==> config.mk <==
export PLATFORM = sky130hd
export DESIGN_NAME = first_match_connect_filter_top
export DESIGN_NICKNAME = d
export VERILOG_FILES = /design/src/hdl/fmcf_pkg.sv /design/src/hdl/fmcf_ram.sv /design/src/hdl/fmcf_datapath.sv /design/src/hdl/fmcf_ctrl.sv /design/src/hdl/first_match_connect_filter_top.sv
export SDC_FILE = /design/constraint.sdc
export NUM_CORES = 2
export LEC_CHECK = 0
export BUFFER_PORTS_ARGS = -buffer_cell sky130_fd_sc_hd__buf_2
export CAP_MARGIN = 20
export CORE_MARGIN = 2
export CORE_UTILIZATION = 44
export CTS_CLUSTER_SIZE = 40
export DETAILED_ROUTE_END_ITERATION = 8
export SYNTH_ARGS = -nofsm -noshare
export SYNTH_HDL_FRONTEND = slang
export SYNTH_SLANG_ARGS = --single-unit
==> constraint.sdc <==
create_clock -name clk -period 24 [get_ports clk]
set_clock_uncertainty 0.2 [all_clocks]
set_input_delay 4.8 -clock clk [delete_from_list [all_inputs] [get_ports clk]]
set_output_delay 4.8 -clock clk [all_outputs]
set_load 0.02 [all_outputs]
==> src/hdl/fmcf_pkg.sv <==
// fmcf_pkg: shared types and codes for the first-match connection filter
// no dependencies; used by fmcf_datapath, fmcf_ctrl and the top level under hdl
`default_nettype none

package fmcf_pkg;

    localparam int MAX_RULES_DEF = 16;

    // opcodes of an input request
    localparam logic OP_CLASSIFY = 1'b0;
    localparam logic OP_WRITE    = 1'b1;

    // rule and default actions, also the decision codes of a result
    localparam logic [1:0] ACT_ALLOW    = 2'd0;
    localparam logic [1:0] ACT_BLOCK    = 2'd1;
    localparam logic [1:0] ACT_REDIRECT = 2'd2;
    localparam logic [1:0] DEC_NOPOLICY = 2'd3;

    // configuration register indexes
    localparam logic [2:0] REG_POLICY_PRESENT  = 3'd0;
    localparam logic [2:0] REG_FALLBACK_ACTION = 3'd1;
    localparam logic [2:0] REG_SVC_PORT        = 3'd2;
    localparam logic [2:0] REG_SVC_IP          = 3'd3;
    localparam logic [2:0] REG_RELAY_IP        = 3'd4;
    localparam logic [2:0] REG_RELAY_PORT      = 3'd5;
    localparam logic [2:0] REG_SVC_ROUTE_PORT  = 3'd6;
    localparam logic [2:0] REG_RULE_COUNT      = 3'd7;

    typedef enum logic [1:0] {
        ST_IDLE,
        ST_FETCH,
        ST_SCAN,
        ST_FINISH
    } state_t;

    // how a classify request is resolved
    typedef enum logic [1:0] {
        CLS_NOPOLICY,
        CLS_CONTAINER,
        CLS_RULE
    } cls_t;

    typedef struct packed {
        logic [31:0] ip;
        logic [31:0] mask;
        logic [15:0] port;
        logic        any_protocol;
        logic [7:0]  protocol;
        logic [1:0]  action;
    } rule_t;

    typedef struct packed {
        logic accept;   // request taken this cycle
        logic fetch;    // first table read
        logic advance;  // next table read
        logic hit;      // capture action of matching rule
        logic load;     // load result register
    } cmd_t;

    typedef struct packed {
        logic classify; // pending request is a classify
        logic early;    // resolved without a table scan
        logic hit;      // rule on the read port matches
        logic last;     // rule on the read port is the last in use
    } sts_t;

endpackage

`default_nettype wire

==> src/hdl/fmcf_ram.sv <==
// fmcf_ram: generic single write, single read RAM with registered read data
// no dependencies
`default_nettype none

module fmcf_ram #(
    parameter int WIDTH = 8,
    parameter int DEPTH = 16,
    parameter int AW    = (DEPTH > 1) ? $clog2(DEPTH) : 1
) (
    input  wire logic             clk,
    input  wire logic             we,
    input  wire logic [AW-1:0]    waddr,
    input  wire logic [WIDTH-1:0] wdata,
    input  wire logic [AW-1:0]    raddr,
    output logic      [WIDTH-1:0] rdata
);

    logic [WIDTH-1:0] mem [DEPTH];

    always_ff @(posedge clk)
    begin
        if (we)
        begin
            mem[waddr] <= wdata;
        end
        rdata <= mem[raddr];
    end

endmodule

`default_nettype wire

==> src/hdl/fmcf_datapath.sv <==
// fmcf_datapath: configuration registers, rule table, matcher and result register
// depends on fmcf_pkg and fmcf_ram
`default_nettype none

module fmcf_datapath #(
    parameter int MAX_RULES = fmcf_pkg::MAX_RULES_DEF
) (
    input  wire logic              clk,
    input  wire logic              rst_n,
    input  wire logic              cfg_we,
    input  wire logic [2:0]        cfg_index,
    input  wire logic [31:0]       cfg_wdata,
    input  wire logic              opcode,
    input  wire logic [3:0]        rule_index,
    input  wire logic [31:0]       rule_ip,
    input  wire logic [31:0]       rule_mask,
    input  wire logic [15:0]       rule_port,
    input  wire logic [7:0]        rule_protocol,
    input  wire logic              rule_any_protocol,
    input  wire logic [1:0]        rule_action,
    input  wire logic [31:0]       dst_ip,
    input  wire logic [15:0]       dest_port,
    input  wire logic [7:0]        protocol,
    input  wire fmcf_pkg::cmd_t    cmd,
    output fmcf_pkg::sts_t         sts,
    output logic                   permit,
    output logic [1:0]             decision,
    output logic                   rewritten,
    output logic [31:0]            new_ip,
    output logic [15:0]            new_port
);

    localparam int AW = (MAX_RULES > 1) ? $clog2(MAX_RULES) : 1;
    localparam int CW = $clog2(MAX_RULES + 1);
    localparam logic [CW-1:0] N_MAX = CW'(MAX_RULES);

    // configuration
    logic        policy_present_reg;
    logic [1:0]  fallback_action_reg;
    logic [15:0] svc_port_reg;
    logic [31:0] svc_ip_reg;
    logic [31:0] relay_ip_reg;
    logic [15:0] relay_port_reg;
    logic [15:0] svc_route_port_reg;
    logic [4:0]  rule_count_reg;

    // request context
    logic [31:0]      ip_reg;
    logic [15:0]      port_reg;
    logic [7:0]       proto_reg;
    fmcf_pkg::cls_t   cls_reg;
    fmcf_pkg::cls_t   cls_next;
    logic [1:0]       act_reg;
    logic [CW-1:0]    cnt_reg;
    logic [CW-1:0]    cnt_next;

    logic [CW-1:0]    n_rules;
    logic [31:0]      slot_wide;
    logic             slot_ok;
    logic             ram_we;
    fmcf_pkg::rule_t  wr_rule;
    fmcf_pkg::rule_t  rd_rule;
    logic [$bits(fmcf_pkg::rule_t)-1:0] rd_data;
    logic             container_hit;

    logic        permit_next;
    logic [1:0]  decision_next;
    logic        rewritten_next;
    logic [31:0] new_ip_next;
    logic [15:0] new_port_next;

    always_ff @(posedge clk or negedge rst_n)
    begin
        if (!rst_n)
        begin
            policy_present_reg  <= 1'b0;
            fallback_action_reg <= 2'd0;
            svc_port_reg        <= 16'd0;
            svc_ip_reg          <= 32'd0;
            relay_ip_reg        <= 32'd0;
            relay_port_reg      <= 16'd0;
            svc_route_port_reg  <= 16'd0;
            rule_count_reg      <= 5'd0;
        end
        else if (cfg_we)
        begin
            unique case (cfg_index)
                fmcf_pkg::REG_POLICY_PRESENT:  policy_present_reg  <= cfg_wdata[0];
                fmcf_pkg::REG_FALLBACK_ACTION: fallback_action_reg <= cfg_wdata[1:0];
                fmcf_pkg::REG_SVC_PORT:        svc_port_reg        <= cfg_wdata[15:0];
                fmcf_pkg::REG_SVC_IP:          svc_ip_reg          <= cfg_wdata;
                fmcf_pkg::REG_RELAY_IP:        relay_ip_reg        <= cfg_wdata;
                fmcf_pkg::REG_RELAY_PORT:      relay_port_reg      <= cfg_wdata[15:0];
                fmcf_pkg::REG_SVC_ROUTE_PORT:  svc_route_port_reg  <= cfg_wdata[15:0];
                fmcf_pkg::REG_RULE_COUNT:      rule_count_reg      <= cfg_wdata[4:0];
                default: ;
            endcase
        end
    end

    // rules in use, saturated at table depth
    assign n_rules = ({27'd0, rule_count_reg} > 32'(MAX_RULES)) ? N_MAX
                   : CW'(rule_count_reg);

    // rule table write
    assign slot_wide = {28'd0, rule_index};
    assign slot_ok   = slot_wide < 32'(MAX_RULES);
    assign ram_we    = cmd.accept && (opcode == fmcf_pkg::OP_WRITE) && slot_ok;

    always_comb
    begin
        wr_rule.ip           = rule_ip;
        wr_rule.mask         = rule_mask;
        wr_rule.port         = rule_port;
        wr_rule.any_protocol = rule_any_protocol;
        wr_rule.protocol     = rule_protocol;
        wr_rule.action       = rule_action;
    end

    fmcf_ram #(
        .WIDTH ($bits(fmcf_pkg::rule_t)),
        .DEPTH (MAX_RULES),
        .AW    (AW)
    ) u_rules (
        .clk   (clk),
        .we    (ram_we),
        .waddr (slot_wide[AW-1:0]),
        .wdata (wr_rule),
        .raddr (cnt_reg[AW-1:0]),
        .rdata (rd_data)
    );

    assign rd_rule = fmcf_pkg::rule_t'(rd_data);

    // early resolution on the incoming request
    assign container_hit = (svc_port_reg != 16'd0) && (dest_port == svc_port_reg)
                         && (dst_ip == svc_ip_reg);

    always_comb
    begin
        if (!policy_present_reg)
        begin
            cls_next = fmcf_pkg::CLS_NOPOLICY;
        end
        else if (container_hit)
        begin
            cls_next = fmcf_pkg::CLS_CONTAINER;
        end
        else
        begin
            cls_next = fmcf_pkg::CLS_RULE;
        end
    end

    always_comb
    begin
        sts.classify = (opcode == fmcf_pkg::OP_CLASSIFY);
        sts.early    = !policy_present_reg || container_hit || (n_rules == '0);
        sts.hit      = ((ip_reg & rd_rule.mask) == (rd_rule.ip & rd_rule.mask))
                    && ((rd_rule.port == 16'd0) || (rd_rule.port == port_reg))
                    && (rd_rule.any_protocol || (rd_rule.protocol == proto_reg));
        sts.last     = (cnt_reg == n_rules);
    end

    // read address counter
    always_comb
    begin
        cnt_next = cnt_reg;
        if (cmd.accept)
        begin
            cnt_next = '0;
        end
        else if (cmd.fetch || cmd.advance)
        begin
            cnt_next = cnt_reg + CW'(1);
        end
    end

    always_ff @(posedge clk or negedge rst_n)
    begin
        if (!rst_n)
        begin
            cnt_reg <= '0;
        end
        else
        begin
            cnt_reg <= cnt_next;
        end
    end

    always_ff @(posedge clk)
    begin
        if (cmd.accept)
        begin
            ip_reg    <= dst_ip;
            port_reg  <= dest_port;
            proto_reg <= protocol;
            cls_reg   <= cls_next;
            act_reg   <= fallback_action_reg;
        end
        else if (cmd.hit)
        begin
            act_reg <= rd_rule.action;
        end
    end

    // result
    always_comb
    begin
        permit_next    = 1'b1;
        decision_next  = fmcf_pkg::ACT_ALLOW;
        rewritten_next = 1'b0;
        new_ip_next    = ip_reg;
        new_port_next  = port_reg;
        case (cls_reg)
            fmcf_pkg::CLS_NOPOLICY:
            begin
                decision_next = fmcf_pkg::DEC_NOPOLICY;
            end
            fmcf_pkg::CLS_CONTAINER:
            begin
                decision_next = fmcf_pkg::ACT_REDIRECT;
                if (svc_route_port_reg != 16'd0)
                begin
                    rewritten_next = 1'b1;
                    new_ip_next    = relay_ip_reg;
                    new_port_next  = svc_route_port_reg;
                end
            end
            default:
            begin
                case (act_reg)
                    fmcf_pkg::ACT_BLOCK:
                    begin
                        permit_next   = 1'b0;
                        decision_next = fmcf_pkg::ACT_BLOCK;
                    end
                    fmcf_pkg::ACT_REDIRECT:
                    begin
                        decision_next = fmcf_pkg::ACT_REDIRECT;
                        if (relay_port_reg != 16'd0)
                        begin
                            rewritten_next = 1'b1;
                            new_ip_next    = relay_ip_reg;
                            new_port_next  = relay_port_reg;
                        end
                    end
                    // unused action code behaves as allow
                    default: ;
                endcase
            end
        endcase
    end

    always_ff @(posedge clk)
    begin
        if (cmd.load)
        begin
            permit    <= permit_next;
            decision  <= decision_next;
            rewritten <= rewritten_next;
            new_ip    <= new_ip_next;
            new_port  <= new_port_next;
        end
    end

endmodule

`default_nettype wire

==> src/hdl/fmcf_ctrl.sv <==
// fmcf_ctrl: request sequencer for the connection filter and result valid flag
// depends on fmcf_pkg
`default_nettype none

module fmcf_ctrl (
    input  wire logic           clk,
    input  wire logic           rst_n,
    input  wire logic           in_valid,
    output logic                in_ready,
    output logic                out_valid,
    input  wire logic           out_ready,
    input  wire fmcf_pkg::sts_t sts,
    output fmcf_pkg::cmd_t      cmd
);

    fmcf_pkg::state_t state_reg;
    fmcf_pkg::state_t state_next;
    logic             out_valid_reg;
    logic             out_valid_next;
    logic             out_free;
    logic             scan_done;

    assign out_free  = !out_valid_reg || out_ready;
    assign scan_done = sts.hit || sts.last;

    always_comb
    begin
        state_next = state_reg;
        unique case (state_reg)
            fmcf_pkg::ST_IDLE:
            begin
                if (in_valid && sts.classify)
                begin
                    state_next = sts.early ? fmcf_pkg::ST_FINISH : fmcf_pkg::ST_FETCH;
                end
            end
            fmcf_pkg::ST_FETCH:
            begin
                state_next = fmcf_pkg::ST_SCAN;
            end
            fmcf_pkg::ST_SCAN:
            begin
                if (scan_done)
                begin
                    state_next = fmcf_pkg::ST_FINISH;
                end
            end
            fmcf_pkg::ST_FINISH:
            begin
                if (out_free)
                begin
                    state_next = fmcf_pkg::ST_IDLE;
                end
            end
            default:
            begin
                state_next = fmcf_pkg::ST_IDLE;
            end
        endcase
    end

    always_comb
    begin
        in_ready    = 1'b0;
        cmd.accept  = 1'b0;
        cmd.fetch   = 1'b0;
        cmd.advance = 1'b0;
        cmd.hit     = 1'b0;
        cmd.load    = 1'b0;
        unique case (state_reg)
            fmcf_pkg::ST_IDLE:
            begin
                in_ready   = 1'b1;
                cmd.accept = in_valid;
            end
            fmcf_pkg::ST_FETCH:
            begin
                cmd.fetch = 1'b1;
            end
            fmcf_pkg::ST_SCAN:
            begin
                cmd.hit     = sts.hit;
                cmd.advance = !scan_done;
            end
            fmcf_pkg::ST_FINISH:
            begin
                cmd.load = out_free;
            end
            default: ;
        endcase
    end

    always_comb
    begin
        out_valid_next = out_valid_reg;
        if (cmd.load)
        begin
            out_valid_next = 1'b1;
        end
        else if (out_ready)
        begin
            out_valid_next = 1'b0;
        end
    end

    always_ff @(posedge clk or negedge rst_n)
    begin
        if (!rst_n)
        begin
            state_reg     <= fmcf_pkg::ST_IDLE;
            out_valid_reg <= 1'b0;
        end
        else
        begin
            state_reg     <= state_next;
            out_valid_reg <= out_valid_next;
        end
    end

    assign out_valid = out_valid_reg;

endmodule

`default_nettype wire

==> src/hdl/first_match_connect_filter_top.sv <==
// first_match_connect_filter_top: first-match connection classifier, top level
// depends on fmcf_pkg, fmcf_ctrl, fmcf_datapath (and fmcf_ram below it)
//
//   channel  handshake            payload
//   -------  -------------------  ------------------------------------------
//   cfg      cfg_we               cfg_index, cfg_wdata
//   in       in_valid / in_ready  opcode, rule_*, dst_ip, dest_port, protocol
//   out      out_valid/out_ready  permit, decision, rewritten, new_ip, new_port
//
// a rule write gives no result; a classify resolved without the table (no policy,
// container hit, no rules) goes from idle to finish, else through fetch and a scan
// of the rules in order up to the first match or the last rule in use
// the next request is taken while a result waits; a classify finishing behind an
// untaken result stalls until it leaves
// reset clears configuration and control; the rule table is not cleared
`default_nettype none

module first_match_connect_filter_top #(
    parameter int MAX_RULES = fmcf_pkg::MAX_RULES_DEF
) (
    input  wire logic        clk,
    input  wire logic        rst_n,
    input  wire logic        cfg_we,
    input  wire logic [2:0]  cfg_index,
    input  wire logic [31:0] cfg_wdata,
    input  wire logic        in_valid,
    output logic             in_ready,
    input  wire logic        opcode,
    input  wire logic [3:0]  rule_index,
    input  wire logic [31:0] rule_ip,
    input  wire logic [31:0] rule_mask,
    input  wire logic [15:0] rule_port,
    input  wire logic [7:0]  rule_protocol,
    input  wire logic        rule_any_protocol,
    input  wire logic [1:0]  rule_action,
    input  wire logic [31:0] dst_ip,
    input  wire logic [15:0] dest_port,
    input  wire logic [7:0]  protocol,
    output logic             out_valid,
    input  wire logic        out_ready,
    output logic             permit,
    output logic [1:0]       decision,
    output logic             rewritten,
    output logic [31:0]      new_ip,
    output logic [15:0]      new_port
);

    fmcf_pkg::cmd_t cmd;
    fmcf_pkg::sts_t sts;

    fmcf_ctrl u_ctrl (
        .clk       (clk),
        .rst_n     (rst_n),
        .in_valid  (in_valid),
        .in_ready  (in_ready),
        .out_valid (out_valid),
        .out_ready (out_ready),
        .sts       (sts),
        .cmd       (cmd)
    );

    fmcf_datapath #(
        .MAX_RULES (MAX_RULES)
    ) u_datapath (
        .clk               (clk),
        .rst_n             (rst_n),
        .cfg_we            (cfg_we),
        .cfg_index         (cfg_index),
        .cfg_wdata         (cfg_wdata),
        .opcode            (opcode),
        .rule_index        (rule_index),
        .rule_ip           (rule_ip),
        .rule_mask         (rule_mask),
        .rule_port         (rule_port),
        .rule_protocol     (rule_protocol),
        .rule_any_protocol (rule_any_protocol),
        .rule_action       (rule_action),
        .dst_ip            (dst_ip),
        .dest_port         (dest_port),
        .protocol          (protocol),
        .cmd               (cmd),
        .sts               (sts),
        .permit            (permit),
        .decision          (decision),
        .rewritten         (rewritten),
        .new_ip            (new_ip),
        .new_port          (new_port)
    );

endmodule

`default_nettype wire
=== Yosys cells after proc, flatten, opt, wreduce, memory -nomap -nowiden ===
Memory sizes are Yosys's and may differ from the RTL's. A register that Yosys moved wholly into a read port is not among the register bits.
Index checks and enable logic that the tools add are counted.
W data, S select, Z words.

* Add/subtract/negate cells: 1
* Reduce and logical (&&, ||, !) cells: 38
* Equality and inequality tests: 22
* Magnitude comparators: 2
* Muxes and demuxes: 35
* $mul: 0
* Bitwise operators: 3
* Divide/modulo/power cells: 0
* Shift-type cells: 0

{| class="wikitable"
|+ Operator list
! cell !! number
|-
| $mux W32 || 3
|-
| $and A32 B32 Y32 || 2
|-
| $eq A32 B32 Y1 || 2
|-
| $pmux W32 S2 || 1
|-
| $mux W16 || 3
|-
| $reduce_bool A16 Y1 || 3
|-
| $eq A16 B16 Y1 || 2
|-
| $pmux W16 S2 || 1
|-
| $logic_not A16 Y1 || 1
|-
| $mux W2 || 8
|-
| $reduce_and A2 Y1 || 8
|-
| $mux W5 || 3
|-
| $eq A3 B3 Y1 const B || 4
|-
| $mux W1 || 12
|-
| $eq A8 B8 Y1 || 1
|-
| $pmux W2 S2 || 2
|-
| $pmux W2 S4 || 1
|-
| $logic_and A1 B1 Y1 || 7
|-
| $logic_or A1 B1 Y1 || 7
|-
| $eq A2 B1 Y1 const B || 3
|-
| $eq A2 B2 Y1 const B || 3
|-
| $eq A3 B2 Y1 const B || 2
|-
| $ne A2 B1 Y1 const B || 3
|-
| $reduce_bool A2 Y1 || 3
|-
| other kinds (13) || 16
|}

* Bits in latches: 0
* Register bits: 240
* Memories kept: 1
* Bits of input ports: 192
* Memory bits (writable): 1456
* Logic and storage cells: 123
* Memory bits (read-only): 0

{| class="wikitable"
|+ Memory list
! name !! depth !! width !! read ports !! clocked after memory_dff !! wr ports !! line !! source
|-
| u_datapath.u_rules.mem || 16 || 91 || 1 || 1 || 1 || fmcf_ram.sv:18 || <nowiki>logic [WIDTH-1:0] mem [DEPTH];</nowiki>
|}

=== Depth between registers and ports, before layout ===
* Word-level depth: 10
* Gate-level depth with buffers: 9
* Gate-level depth less buffers: 8

=== Hierarchy ===
Synthesis repeated with hierarchy kept, for this count alone.

* Cells, all modules: 3040
* Area, all modules: 66844.1 µm²

{| class="wikitable"
|+ By module, submodules not included
! module !! cells an instance !! times used !! sequential area each (µm²) !! area an instance (µm²)
|-
| fmcf_ram || 2332 || 1 || 45543.7 || 56267.7
|-
| fmcf_datapath || 684 || 1 || 6491.2 || 10306.1
|-
| fmcf_ctrl || 24 || 1 || 75.1 || 270.3
|}

=== Worst setup path after synthesis ===
Ideal clock, no wire load.

* Path kind: input to register
* Start: in in_valid
* End: mem u_datapath.u_rules.mem[0][0] (netlist bit) (enable)
* Cell stages on the path: 5
* Required time: 23147 ps
* Path buffers: 0
* Library setup time: 653 ps
* Slack: 10732 ps
* Data arrival time: 12414 ps
* Cells stage by stage: nand2_1 > inv_2 > nand2_1 > or3_1 > nor3_1

{| class="wikitable"
|+ RTL lines
! element !! line !! source
|-
| from (decl) || first_match_connect_filter_top.sv:26 || <nowiki>input wire logic in_valid,</nowiki>
|-
| to (decl) || fmcf_ram.sv:18 ||
|}

==> impl_metrics.toml <==
[outcome]
run_status = "completed"

[power_and_ir_drop]
clockPowerShare = 0.336
power.density_mw_per_mm2 = 108
power_report.internal_total_mw = 6.04
share_comb_of_total_power = 0.201
cellLeakagePower_nw = 24.9
p_seq_frac = 0.463
p_total_mw = 8.25
p_switching_mw = 2.22
p_sw_frac = 0.268
max-vdd-ir-drop_uv = 75.9

[finish]
biggestRegsByFlops = "u_datapath.u_rules.mem x1456, u_datapath.u_rules.rdata x91"
multiInputGateArea_mm2 = 0.0143
largest_register_ffs = 1456
largest_register_by_flop_count = "u_datapath.u_rules.mem"
seq_area_mm2 = 0.0521
final_stage_net_count = 3407
layout-area-overhead-vs-synth_pct = 14.7
post_layout_nonfiller_instances = 5406
fillerInstances = 11900
drive_above_1_share = 0.347

[sta]
report.final.setup_viol = 0
totalNegativeSetupSlack_ns = 0
report.final.hold_viol_count = 0
min_period_ns = 7.83
maxClockFrequency_ghz = 0.128
final.period_utilization = 0.326
max-slew-margin-rel = 0.273
worst-slew-pin-transition_ns = 1.09
finalMaxSlewViolations = 0
grt_setup_unrepaired = "no"

[floorplanning]
die_h_um = 394
io-pin-count = 246
initial_utilization = 0.442
design.die.area_mm2 = 0.155
die_width_um = 394
floorplan.core_area_mm2 = 0.151
number_of_placement_rows = 143

[setup_path]
timing.critical_path.mode_cell = "sky130_fd_sc_hd__nand2_1"
critical_path_arrival_ns = 8.04
highest_fanout_seen_on_the_critical_path = 42
path_class = "in2reg"
cp.required_ns = 24.21
launching_element_type_of_the_critical_path = "input port"
timing.critical_path.cells = "buf_2 -> nand2_1 -> clkinv_2 -> nand2_1 -> nor2_1 -> nand2_1 -> nor2_4 -> buf_4 -> buf_4"
slowest_stage = "sky130_fd_sc_hd__nor2_4"
cp_slowest_stage_delay_ns = 0.78
kind_of_end_point_of_the_critical_path = "flip-flop"

[grt]
grt_first_pass_wirelength_um = 234000
grt_usage = 0.210
grt_antenna_before_repair = 41
pin_count_of_the_biggest_net_entering_global_routing = 139
globalRoute.totalOverflow = 0
grt_pass1_vias = 32200

[synthesis]
yosysWarningCount = 0
synthesis.area_mm2 = 0.0669
ys_ff_latch = 1787
ys_seq_area_frac = 0.780
count_of_flip_flops_with_a_built_in_enable_after_synthesis = 1568
postSynth.topFlopCell = "sky130_fd_sc_hd__edfxtp_1"
synth.net_count = 3043
syn_avg_cell_area_um2 = 23.5
netlist-cell-type-count = 45
synth-async-reset-ratio = 0.0716
post_synth_inst_count = 2846

[cts]
tritoncts_num_sinks = 1787
ctsHtreeMaxLevel = 4
cts_buffers = 180
clockRootBuffer = "sky130_fd_sc_hd__clkbuf_16"
worst_skew_pair.late_latency_ns = 0.81
holdBufCountCts = 0
ctsLongestPathBuffers = 3
tritoncts = "done"
cts.repair.resized = 0
clkSlewWorstSetupHoldPaths_ns = 0.06
post_cts_setup_repair_bufs = 0

[drt]
drt_pre_antenna_iters = 5
postRouteWirelength_um = 163000
dr_total_vias = 30900
routed_wirelength_normalized_by_instance_count_um = 30.1
drc_violations_left = 0
vias_per_cell = 5.71
detail_route.iter0.violations = 2941
final_antenna_net_count = 0

[placed_design]
hpwlAfterDp_um = 96800
io_buffer_count = 245
place.detailed.instances = 5055
routabilityCongestion = 0.850

[run]
max-cap-violations = 0

[worst_hold_path]
hold_class = "reg2reg"
-- per-layer routing --
| layer | part of all wire | vias to the layer above | wire, um | global-route usage |
|---|---|---|---|---|
| li1 | - | 12700 | - | - |
| met1 | 0.41 | 16700 | 67000 | 0.288 |
| met2 | 0.49 | 1173 | 79200 | 0.336 |
| met3 | 0.075 | 284 | 12300 | 0.0512 |
| met4 | 0.026 | 18 | 4160 | 0.0647 |
| met5 | 0.00071 | - | 116 | 0 |
-- cell families after synthesis --
kind of cell / count (synthesis) / share of synthesized area
adders and majority gates: 5 / 0.000936
buffers and inverters: 133 / 0.00844
DFF: 1787 / 0.780
and+or+nand+nor: 152 / 0.0117
xor gates and xnor gates: 108 / 0.0141
AOI/OAI and AO/OA: 50 / 0.00578
muxes: 611 / 0.180
-- cell usage in the layout (no fill, tap or decap), types with 4 or more instances in the layout --
cell type / instances
sky130_fd_sc_hd__nor2_4: 13
sky130_fd_sc_hd__buf_2: 244
sky130_fd_sc_hd__a22oi_1: 31
sky130_fd_sc_hd__clkinv_2: 30
sky130_fd_sc_hd__clkinv_1: 28
sky130_fd_sc_hd__nand2_1: 46
sky130_fd_sc_hd__a31oi_1: 4
sky130_fd_sc_hd__mux4_2: 455
sky130_fd_sc_hd__inv_6: 5
sky130_fd_sc_hd__clkbuf_16: 182
sky130_fd_sc_hd__dfrtp_4: 4
sky130_fd_sc_hd__nand4_1: 12
sky130_fd_sc_hd__clkbuf_1: 52
sky130_fd_sc_hd__clkinv_8: 4
sky130_fd_sc_hd__edfxtp_1: 1568
sky130_fd_sc_hd__mux2_2: 120
sky130_fd_sc_hd__diode_2: 9
sky130_fd_sc_hd__xor2_1: 106
sky130_fd_sc_hd__inv_1: 8
sky130_fd_sc_hd__clkbuf_8: 18
sky130_fd_sc_hd__bufinv_16: 13
sky130_fd_sc_hd__dfrtp_1: 124
sky130_fd_sc_hd__buf_4: 58
sky130_fd_sc_hd__nand2b_1: 7
sky130_fd_sc_hd__nor3_2: 5
sky130_fd_sc_hd__nor2_1: 11
sky130_fd_sc_hd__mux2_1: 33
sky130_fd_sc_hd__nor4_1: 36
sky130_fd_sc_hd__dfxtp_1: 91
sky130_fd_sc_hd__ha_1: 5
-- final timing paths --
check | startpoint | to | slack, ns | cells after the start
min in group asynchronous | rst_n | u_datapath.svc_ip_reg[15] | 3.77 | 1
setup / recovery | in_valid | u_datapath.u_rules.mem[5][37] | 16.17 | 9
hold reg to reg | u_datapath.relay_ip_reg[3] | u_datapath.relay_ip_reg[3] | 0.30 | 1
setup reg to reg | u_ctrl.state_reg[0] | u_datapath.u_rules.mem[5][37] | 19.32 | 10
hold / removal | u_datapath.relay_ip_reg[3] | u_datapath.relay_ip_reg[3] | 0.30 | 1
max in group asynchronous | rst_n | u_datapath.cnt_reg[3] | 18.74 | 3
-- power groups by stage --
stage	registers, mW	logic (mW)	clock network [mW]
6_report	3.82	1.66	2.78
5_1_grt	3.84	1.77	2.96
4_1_cts	3.82	1.68	2.83
3_5_place_dp	3.88	1.68	0
3_3_place_gp	3.88	1.67	0
2_1_floorplan	3.77	1.20	0
-- worst max-delay path, delay by kind of cell --
kind,cells,cell delay [ns]
simple gates,5,1.46
buf+inv,4,1.69
-- metrics by stage --
step	cell area, um2	hold slack, ns	setup slack (ns)	utilization
2_1_floorplan	66900	0.273	10.73	-
3_3_place_gp	70700	0.282	15.32	0.467
3_5_place_dp	70700	0.290	15.26	0.467
4_1_cts	76600	0.304	16.11	0.506
5_1_grt	76700	0.315	15.98	0.506
6_report	76700	0.300	16.17	0.506
-- final cells by class --
cell class / instances / area share
repair buffers: 306 / 0.0227
multi-input cells: 926 / 0.187
diodes: 9 / 0.000294
flip-flops and latches: 1787 / 0.680
clock inverters: 87 / 0.0117
well taps: 2030 / 0.0331
inverters: 9 / 0.000457
clock buffers: 252 / 0.0652
-- cell usage after synthesis (all sizes together) (12+ instances only) --
| cell | count | area [um2] |
|---|---|---|
| nor4 | 36 | 225 |
| xor2 | 106 | 928 |
| mux4 | 455 | 10200 |
| mux2 | 153 | 1720 |
| edfxtp | 1568 | 47100 |
| nand2 | 46 | 173 |
| dfrtp | 128 | 3200 |
| dfxtp | 91 | 1820 |
| a22oi | 31 | 233 |
| nor2 | 24 | 90.1 |
| buf | 68 | 320 |
| nand4 | 12 | 75.1 |
| clkbuf | 56 | 210 |
Note: power is estimated with default switching activity, not from simulation.
